[src/positional_list_engine_core_macros.svh]
// Assertion macros of the list engine RTL
`ifndef POSITIONAL_LIST_ENGINE_CORE_MACROS_SVH
`define POSITIONAL_LIST_ENGINE_CORE_MACROS_SVH
`ifndef SYNTH
`define PLE_ASSERT_ALWAYS(label, clk, rst_n, cond) \
  label: assert property (@(posedge clk) disable iff (!rst_n) (cond)) \
    else $error("invariant violated");
`define PLE_ASSERT_IMPL(label, clk, rst_n, ante, cons) \
  label: assert property (@(posedge clk) disable iff (!rst_n) (ante) |-> (cons)) \
    else $error("implication violated");
`define PLE_ASSERT_NEXT(label, clk, rst_n, ante, cons) \
  label: assert property (@(posedge clk) disable iff (!rst_n) (ante) |=> (cons)) \
    else $error("next-cycle check violated");
`else
`define PLE_ASSERT_ALWAYS(label, clk, rst_n, cond)
`define PLE_ASSERT_IMPL(label, clk, rst_n, ante, cons)
`define PLE_ASSERT_NEXT(label, clk, rst_n, ante, cons)
`endif
`endif

[src/ple_pkg.sv]
// Types and constants of the positional list engine
`timescale 1ns / 1ps
package ple_pkg;
  localparam int CAPACITY = 16;
  localparam int IDX_W    = $clog2(CAPACITY);
  localparam int CNT_W    = $clog2(CAPACITY + 1);
  localparam int DATA_W   = 32;

  localparam logic [2:0] ACT_INS_FRONT = 3'd0;
  localparam logic [2:0] ACT_INS_END   = 3'd1;
  localparam logic [2:0] ACT_INS_POS   = 3'd2;
  localparam logic [2:0] ACT_DEL_FRONT = 3'd3;
  localparam logic [2:0] ACT_DEL_END   = 3'd4;
  localparam logic [2:0] ACT_DEL_POS   = 3'd5;
  localparam logic [2:0] ACT_QUERY     = 3'd6;

  localparam logic [1:0] ST_DONE   = 2'd0;
  localparam logic [1:0] ST_BADPOS = 2'd1;
  localparam logic [1:0] ST_FULL   = 2'd2;
  localparam logic [1:0] ST_EMPTY  = 2'd3;

  typedef struct packed {
    logic              ins;
    logic              del;
    logic [IDX_W-1:0]  idx;
    logic [DATA_W-1:0] value;
  } ple_ctrl_t;
endpackage

[src/ple_cell.sv]
// One storage cell of the list row: holds an element, shifts left or right
`timescale 1ns / 1ps
module ple_cell (
  input  logic                        clk,
  input  ple_pkg::ple_ctrl_t          ctrl,
  input  logic [ple_pkg::IDX_W-1:0]   cell_idx,
  input  logic [ple_pkg::DATA_W-1:0]  left_data,
  input  logic [ple_pkg::DATA_W-1:0]  right_data,
  output logic [ple_pkg::DATA_W-1:0]  data_q,
  output logic [ple_pkg::DATA_W-1:0]  hit_data
);
  logic [ple_pkg::DATA_W-1:0] data_r;
  logic [ple_pkg::DATA_W-1:0] data_nxt;

  always_comb begin
    data_nxt = data_r;
    if (ctrl.ins) begin
      if (cell_idx > ctrl.idx) data_nxt = left_data;
      else if (cell_idx == ctrl.idx) data_nxt = ctrl.value;
    end else if (ctrl.del) begin
      if (cell_idx >= ctrl.idx) data_nxt = right_data;
    end
  end

  always_ff @(posedge clk) begin
    data_r <= data_nxt;
  end

  assign data_q   = data_r;
  assign hit_data = (cell_idx == ctrl.idx) ? data_r : '0;
endmodule

[src/positional_list_engine_core.sv]
// Top level of the positional list engine: decode, cell row and result register
`timescale 1ns / 1ps
`include "positional_list_engine_core_macros.svh"
// Holds up to CAPACITY signed 32-bit elements in a row of cells, head in cell 0.
// Each insert or delete updates the cells at once: the cells behind the target position all
// shift by one place in parallel, so one item is taken per cycle unless stalled,
// and its result beat is in the output register in the next cycle. The input is stalled
// only while a result beat is held by a stalled output. No clearing pass after reset.
module positional_list_engine_core (
  input  logic        clk,
  input  logic        rst_n,
  input  logic        in_valid,
  output logic        in_stall,
  input  logic [2:0]  in_action,
  input  logic [7:0]  in_position,
  input  logic [31:0] in_value,
  output logic        out_valid,
  input  logic        out_stall,
  output logic [1:0]  out_status,
  output logic [31:0] out_removed_value,
  output logic        out_removed_valid,
  output logic [4:0]  out_element_count,
  output logic        out_is_empty
);
  localparam int CAP   = ple_pkg::CAPACITY;
  localparam int IDX_W = ple_pkg::IDX_W;
  localparam int CNT_W = ple_pkg::CNT_W;
  localparam int DW    = ple_pkg::DATA_W;
  localparam int POS_W = ((CNT_W > 8) ? CNT_W : 8) + 1;

  logic [CNT_W-1:0] count_r, count_nxt;
  logic             out_valid_r;
  logic [1:0]       status_r, status_nxt;
  logic [DW-1:0]    removed_r;
  logic             removed_valid_r;
  logic             accept;
  logic [POS_W-1:0] pos_ext, cnt_ext;
  ple_pkg::ple_ctrl_t ctrl;
  logic [DW-1:0]    removed_nxt;
  logic [DW-1:0]    cell_q   [CAP];
  logic [DW-1:0]    cell_hit [CAP];
  logic [DW-1:0]    left_d   [CAP];
  logic [DW-1:0]    right_d  [CAP];

  assign in_stall = out_valid_r & out_stall;
  assign accept   = in_valid & ~in_stall;
  assign pos_ext  = POS_W'(in_position);
  assign cnt_ext  = POS_W'(count_r);

  always_comb begin
    ctrl.ins   = 1'b0;
    ctrl.del   = 1'b0;
    ctrl.idx   = '0;
    ctrl.value = in_value;
    status_nxt = ple_pkg::ST_DONE;
    count_nxt  = count_r;
    case (in_action)
      ple_pkg::ACT_INS_FRONT, ple_pkg::ACT_INS_END, ple_pkg::ACT_INS_POS: begin
        if (in_action == ple_pkg::ACT_INS_POS &&
            (pos_ext == '0 || pos_ext > cnt_ext + 1'b1)) begin
          status_nxt = ple_pkg::ST_BADPOS;
        end else if (cnt_ext >= POS_W'(CAP)) begin
          status_nxt = ple_pkg::ST_FULL;
        end else begin
          ctrl.ins  = accept;
          count_nxt = CNT_W'(cnt_ext + 1'b1);
          if (in_action == ple_pkg::ACT_INS_FRONT) ctrl.idx = '0;
          else if (in_action == ple_pkg::ACT_INS_END) ctrl.idx = IDX_W'(cnt_ext);
          else ctrl.idx = IDX_W'(pos_ext - 1'b1);
        end
      end
      ple_pkg::ACT_DEL_FRONT, ple_pkg::ACT_DEL_END, ple_pkg::ACT_DEL_POS: begin
        if (count_r == '0) begin
          status_nxt = ple_pkg::ST_EMPTY;
        end else if (in_action == ple_pkg::ACT_DEL_POS &&
                     (pos_ext == '0 || pos_ext > cnt_ext)) begin
          status_nxt = ple_pkg::ST_BADPOS;
        end else begin
          ctrl.del  = accept;
          count_nxt = CNT_W'(cnt_ext - 1'b1);
          if (in_action == ple_pkg::ACT_DEL_FRONT) ctrl.idx = '0;
          else if (in_action == ple_pkg::ACT_DEL_END) ctrl.idx = IDX_W'(cnt_ext - 1'b1);
          else ctrl.idx = IDX_W'(pos_ext - 1'b1);
        end
      end
      default: begin
      end
    endcase
  end

  for (genvar g = 0; g < CAP; g++) begin : g_cell
    if (g == 0) begin : g_first
      assign left_d[g] = '0;
    end else begin : g_mid
      assign left_d[g] = cell_q[g-1];
    end
    if (g == CAP - 1) begin : g_last
      assign right_d[g] = '0;
    end else begin : g_inner
      assign right_d[g] = cell_q[g+1];
    end
    ple_cell u_cell (
      .clk        (clk),
      .ctrl       (ctrl),
      .cell_idx   (IDX_W'(g)),
      .left_data  (left_d[g]),
      .right_data (right_d[g]),
      .data_q     (cell_q[g]),
      .hit_data   (cell_hit[g])
    );
  end

  always_comb begin
    removed_nxt = '0;
    for (int i = 0; i < CAP; i++) begin
      removed_nxt = removed_nxt | cell_hit[i];
    end
  end

  always_ff @(posedge clk) begin
    if (!rst_n) begin
      count_r     <= '0;
      out_valid_r <= 1'b0;
    end else begin
      if (accept) begin
        count_r     <= count_nxt;
        out_valid_r <= 1'b1;
      end else if (!out_stall) begin
        out_valid_r <= 1'b0;
      end
    end
  end

  always_ff @(posedge clk) begin
    if (accept) begin
      status_r        <= status_nxt;
      removed_valid_r <= ctrl.del;
      removed_r       <= ctrl.del ? removed_nxt : '0;
    end
  end

  assign out_valid         = out_valid_r;
  assign out_status        = status_r;
  assign out_removed_value = removed_r;
  assign out_removed_valid = removed_valid_r;
  assign out_element_count = 5'(count_r);
  assign out_is_empty      = (count_r == '0);

  `PLE_ASSERT_ALWAYS(a_count_range, clk, rst_n, count_r <= CNT_W'(CAP))
  `PLE_ASSERT_IMPL(a_removed_done, clk, rst_n, out_valid_r && removed_valid_r, status_r == ple_pkg::ST_DONE)
  `PLE_ASSERT_NEXT(a_ins_grows, clk, rst_n, ctrl.ins, count_r == CNT_W'($past(count_r) + 1'b1))
  `PLE_ASSERT_NEXT(a_del_shrinks, clk, rst_n, ctrl.del, count_r == CNT_W'($past(count_r) - 1'b1))
endmodule

[config.mk]
export PLATFORM = sky130hd
export DESIGN_NAME = positional_list_engine_core
export DESIGN_NICKNAME = d
export VERILOG_FILES = /design/src/ple_pkg.sv /design/src/ple_cell.sv /design/src/positional_list_engine_core.sv
export VERILOG_INCLUDE_DIRS = /design/src /design/src/src
export SDC_FILE = /design/constraint.sdc
export NUM_CORES = 1
export LEC_CHECK = 0
export BUFFER_PORTS_ARGS = -buffer_cell sky130_fd_sc_hd__buf_2
export CORE_MARGIN = 3
export CORE_UTILIZATION = 50
export CTS_CLUSTER_DIAMETER = 60
export CTS_CLUSTER_SIZE = 28
export DETAILED_ROUTE_END_ITERATION = 10
export GPL_TIMING_DRIVEN = 0
export PLACE_DENSITY = 0.72
export SYNTH_ARGS = -nofsm -noshare
export SYNTH_HDL_FRONTEND = slang
export SYNTH_HIERARCHICAL = 1
export SYNTH_SLANG_ARGS = --single-unit
[constraint.sdc]
create_clock -name clk -period 8.7 [get_ports clk]
set_clock_uncertainty 0.1 [all_clocks]
set_input_delay 2.61 -clock clk [delete_from_list [all_inputs] [get_ports clk]]
set_output_delay 2.61 -clock clk [all_outputs]
set_load 0.02 [all_outputs]
==> results.md <==
* Die area at 72900 sq um
* # resized after CTS at 0
* Core ar. at 68800 sq um
* H-Tree Level Count at 2
* Critical-path cell list: buf_2, ha_1, a2111oi_1, o21a_1, a32oi_2, or3_1, o211ai_1, buf_4, buf_4, inv_1, ha_1, nand2_2, nor2_4, clkbuf_1, and2_1, nor4_1, nand4_1, nand2_1, nor2_1
* Post-CTS setup buffer count at 0
* Layout cells sized above 1 at 0.144
* First-pass GRT wire length at 171000 um
* Synthesized cell area at 34800 sq um
* Crit. End Element: flop
* Sw frac at 0.293
* Clk pwr share at 0.363
* Die height at 270 um
* Slew Viols, Final at 0
* Post-Synth XOR/XNOR Area at 0.00201
* Final core utilization at 0.573
* Compound-Gate Fraction of Synth Area at 0.192
* CP Data Arrival Time at 7390 ps
* Setup CP Type: in -> reg
* Cell count along the critical path at 19
* Crit-path max cell delay at 780 ps
* Worst Reg-to-Reg Cells at 21
* Layout fillers at 5717
* Via/cell ratio at 6.47
* Worst-Margin Slew at 1040 ps
* # rows at 96
* Post-synthesis adder-cell area fraction at 0.0287
* CTS Root Cell: clkbuf_16
* # setup viols final at 0
* Slew Limit Headroom at 0.308
* CP delay by family, top: simple AND/OR/NAND/NOR gates
* Reg2reg end: out_removed_value[22]
* Final min period at 7120 ps
* Cts hold-fix bufs at 0
* Routed WL at 113000 um
* Worst-path cell with the longest stage delay: nor4_1
* DR WL/cell at 26.6 um
* IO Pins at 90
* Hold violation count in the final report at 0
* Die W at 270 um
* Gpl congestion at 0.935
* Part of the cycle the worst path needs at 0.818
* Main synth FF type: edfxtp_1
* Initial antenna violation count at 7
* Hold Path Origin: g_cell[5].u_cell/data_q[31]
* Worst skew pair latency at 640 ps
* Post-Synthesis Cells at 2993
* Area Overhead vs Synth at 13.3%
* Final cell count without fillers at 4259
* Power share of the combinational group at 0.168
* Int Pwr at 4.80 mW
* Placement-stage cell area at 37700 sq um
* Power Density at 172 nW/um^2
* Pin count of the biggest net entering global routing at 70
* LEAKAGE at 14.2 nW
* Total congestion overflow at 0
* Crit path launch type: input port
* Mapped Avg Cell Area at 11.6 sq um
* Hold EP: g_cell[6].u_cell/data_q[31]
* Main combinational cell family by area after synthesis: simple AND/OR/NAND/NOR gates
* Max Root-Sink Buffers at 3
* Slack of the critical path at 1580 ps
* DR pass1 iterations at 6
* Sw power at 1.99 mW
* Number of synthesized flops with an enable pin at 547
* RSZ-0062 raised after global routing: false
* Final standard cell area without fillers at 39500 sq um
* Number of remaining DRC errors at 0
* Post-Synth Simple-Gate Area at 0.247
* FMAX at 141 MHz
* Status: completed
* Flop2flop setup slack at 2380 ps
* WHS Path Cells at 1
* DP HPWL at 85400 um
* GRT Util Overall at 0.303
* Vias in the first global route at 27600
* Inst Count DP at 4163
* Multiplexer share of the synthesized area at 0.00144
* Yosys warns at 6
* Critical Path RT at 8970 ps
* ANT nets after route at 0
* Post-synthesis cell type count at 59
* Max-Cap Viols at 0
* CP max FO at 10
* Register area share after synthesis at 0.475
* Buffers on Ports at 87
* Reg-to-reg startpoint: out_element_count[0]
* Buffers & Inverters on Critical Path at 5
* Clock transition at path regs at 90 ps
* DR iter-0 viols at 3250
* TritonCTS Buffers at 49
* Vias at 27500
* Clock Sinks at 553
* Pre-CTS setup slack at 964 ps
* Post-synth ARST share at 0
* TritonCTS clock tree: yes
* Type of the worst min-delay path: reg -> reg
* Fin nets at 3410
* Seq cells post-synth at 553
* Initial Utilization at 0.506
* Peak VDD IR at 0.157 mV
* Flop pwr share at 0.469
cells in the final DEF, fill, tap and decap left out, drive strengths merged, types with 4 or more instances in the layout:
| master | count |
|---|---|
| clkbuf | 156 |
| diode | 4 |
| a21oi | 23 |
| o21bai | 17 |
| conb | 128 |
| inv | 115 |
| o221a | 16 |
| o21ai | 21 |
| and2b | 16 |
| nand4 | 50 |
| nand3 | 5 |
| bufinv | 4 |
| nand2 | 82 |
| ha | 80 |
| nor2 | 73 |
| mux2i | 5 |
| nor2b | 515 |
| nor3 | 10 |
| buf | 215 |
| a31oi | 18 |
| nor4 | 131 |
| xnor2 | 8 |
| edfxtp | 547 |
| a211oi | 17 |
| dfxtp | 6 |
| clkinv | 9 |
| and2 | 512 |
| a221o | 512 |
worst max-delay path by stage:
stage                                       end      startpoint
finish                    out_removed_value[22]  in_position[5]
global route              out_removed_value[20]  in_position[5]
CTS                       out_removed_value[22]  in_position[5]
detailed placement        out_removed_value[22]  in_position[5]
global placement    g_cell[13].u_cell/data_q[5]       out_stall
floorplan           g_cell[10].u_cell/data_q[0]  in_position[5]
cells by family (layout without fill, tap and decap cells):
kind of cell    count (synthesis)  count (layout)
mux                             5               5
flops                         553             553
xor+xnor                        8               8
buf+inv                       296             501
simple gates                 1405            1405
other cells                     2             132
compound gates                644             644
fa+ha+maj                      80              80
synth_stat cells, types with 4 or more instances:
cell      count  area [sq um]
a221o_2      32           360
mux2i_1       5          50.1
ha_1         80          1000
dfxtp_1       6           120
nand3_1       5          25.0
xnor2_1       8          70.1
o21ai_1      19          95.1
a211oi_4     16           320
nand2_2      16           100
o21bai_4     16           300
nor2b_1     515          3220
nor2_4       16           180
a31oi_1      18           113
nor3_1       10          50.1
edfxtp_1    547         16400
inv_1        88           330
nand4_1      49           307
nor2_1       57           214
a21oi_2      17           149
a21oi_1       6          30.0
buf_2         5          25.0
and2b_2      16           140
a221o_1     480          4800
nor4_1      130           813
nand2_1      66           248
inv_2         4          15.0
and2_1      512          3200
o221a_4      16           320
clkbuf_1    102           383
buf_6        96          1080
sequential cells by signal, indices dropped and copies added, names as in the netlist:
name / count
out_valid: 1
g_cell.u_cell/data_q: 512
out_removed_valid: 1
out_element_count: 5
out_removed_value: 32
out_status: 2
metrics by stage:
stage               total power, mW  hold slack [ps]   TNS, ps
floorplan                      3.94              442         0
global placement               4.28              443  -1217270
detailed placement             4.35              470         0
CTS                            6.81              483         0
global route                   7.01              492         0
finish                         6.79              490         0
layer usage:
layer	track usage	wire length, um
met2	0.487	51900
met5	0	33
met1	0.411	46200
met3	0.0493	10100
met4	0.122	4890
power groups by stage:
stage / registers [mW] / clock network [mW] / logic [mW]
2_1_floorplan: 3.22 / 0 / 0.715
3_3_place_gp: 3.26 / 0 / 1.02
3_5_place_dp: 3.24 / 0 / 1.11
4_1_cts: 3.19 / 2.51 / 1.11
5_1_grt: 3.20 / 2.60 / 1.21
6_report: 3.19 / 2.47 / 1.14
final cells by class:
| type | instances | area [sq um] | area share |
|---|---|---|---|
| multi-input cells | 2270 | 17200 | 0.436 |
| flip-flops and latches | 553 | 16500 | 0.419 |
| plain buffers | 204 | 1500 | 0.0379 |
| clock buffers | 54 | 1290 | 0.0326 |
| well taps | 931 | 1160 | 0.0295 |
| repair buffers | 113 | 932 | 0.0236 |
| clock inverters | 38 | 494 | 0.0125 |
| inverters | 92 | 345 | 0.00875 |
| diodes | 4 | 10.0 | 0.000254 |
No activity file was read; power rests on OpenSTA's default activity.
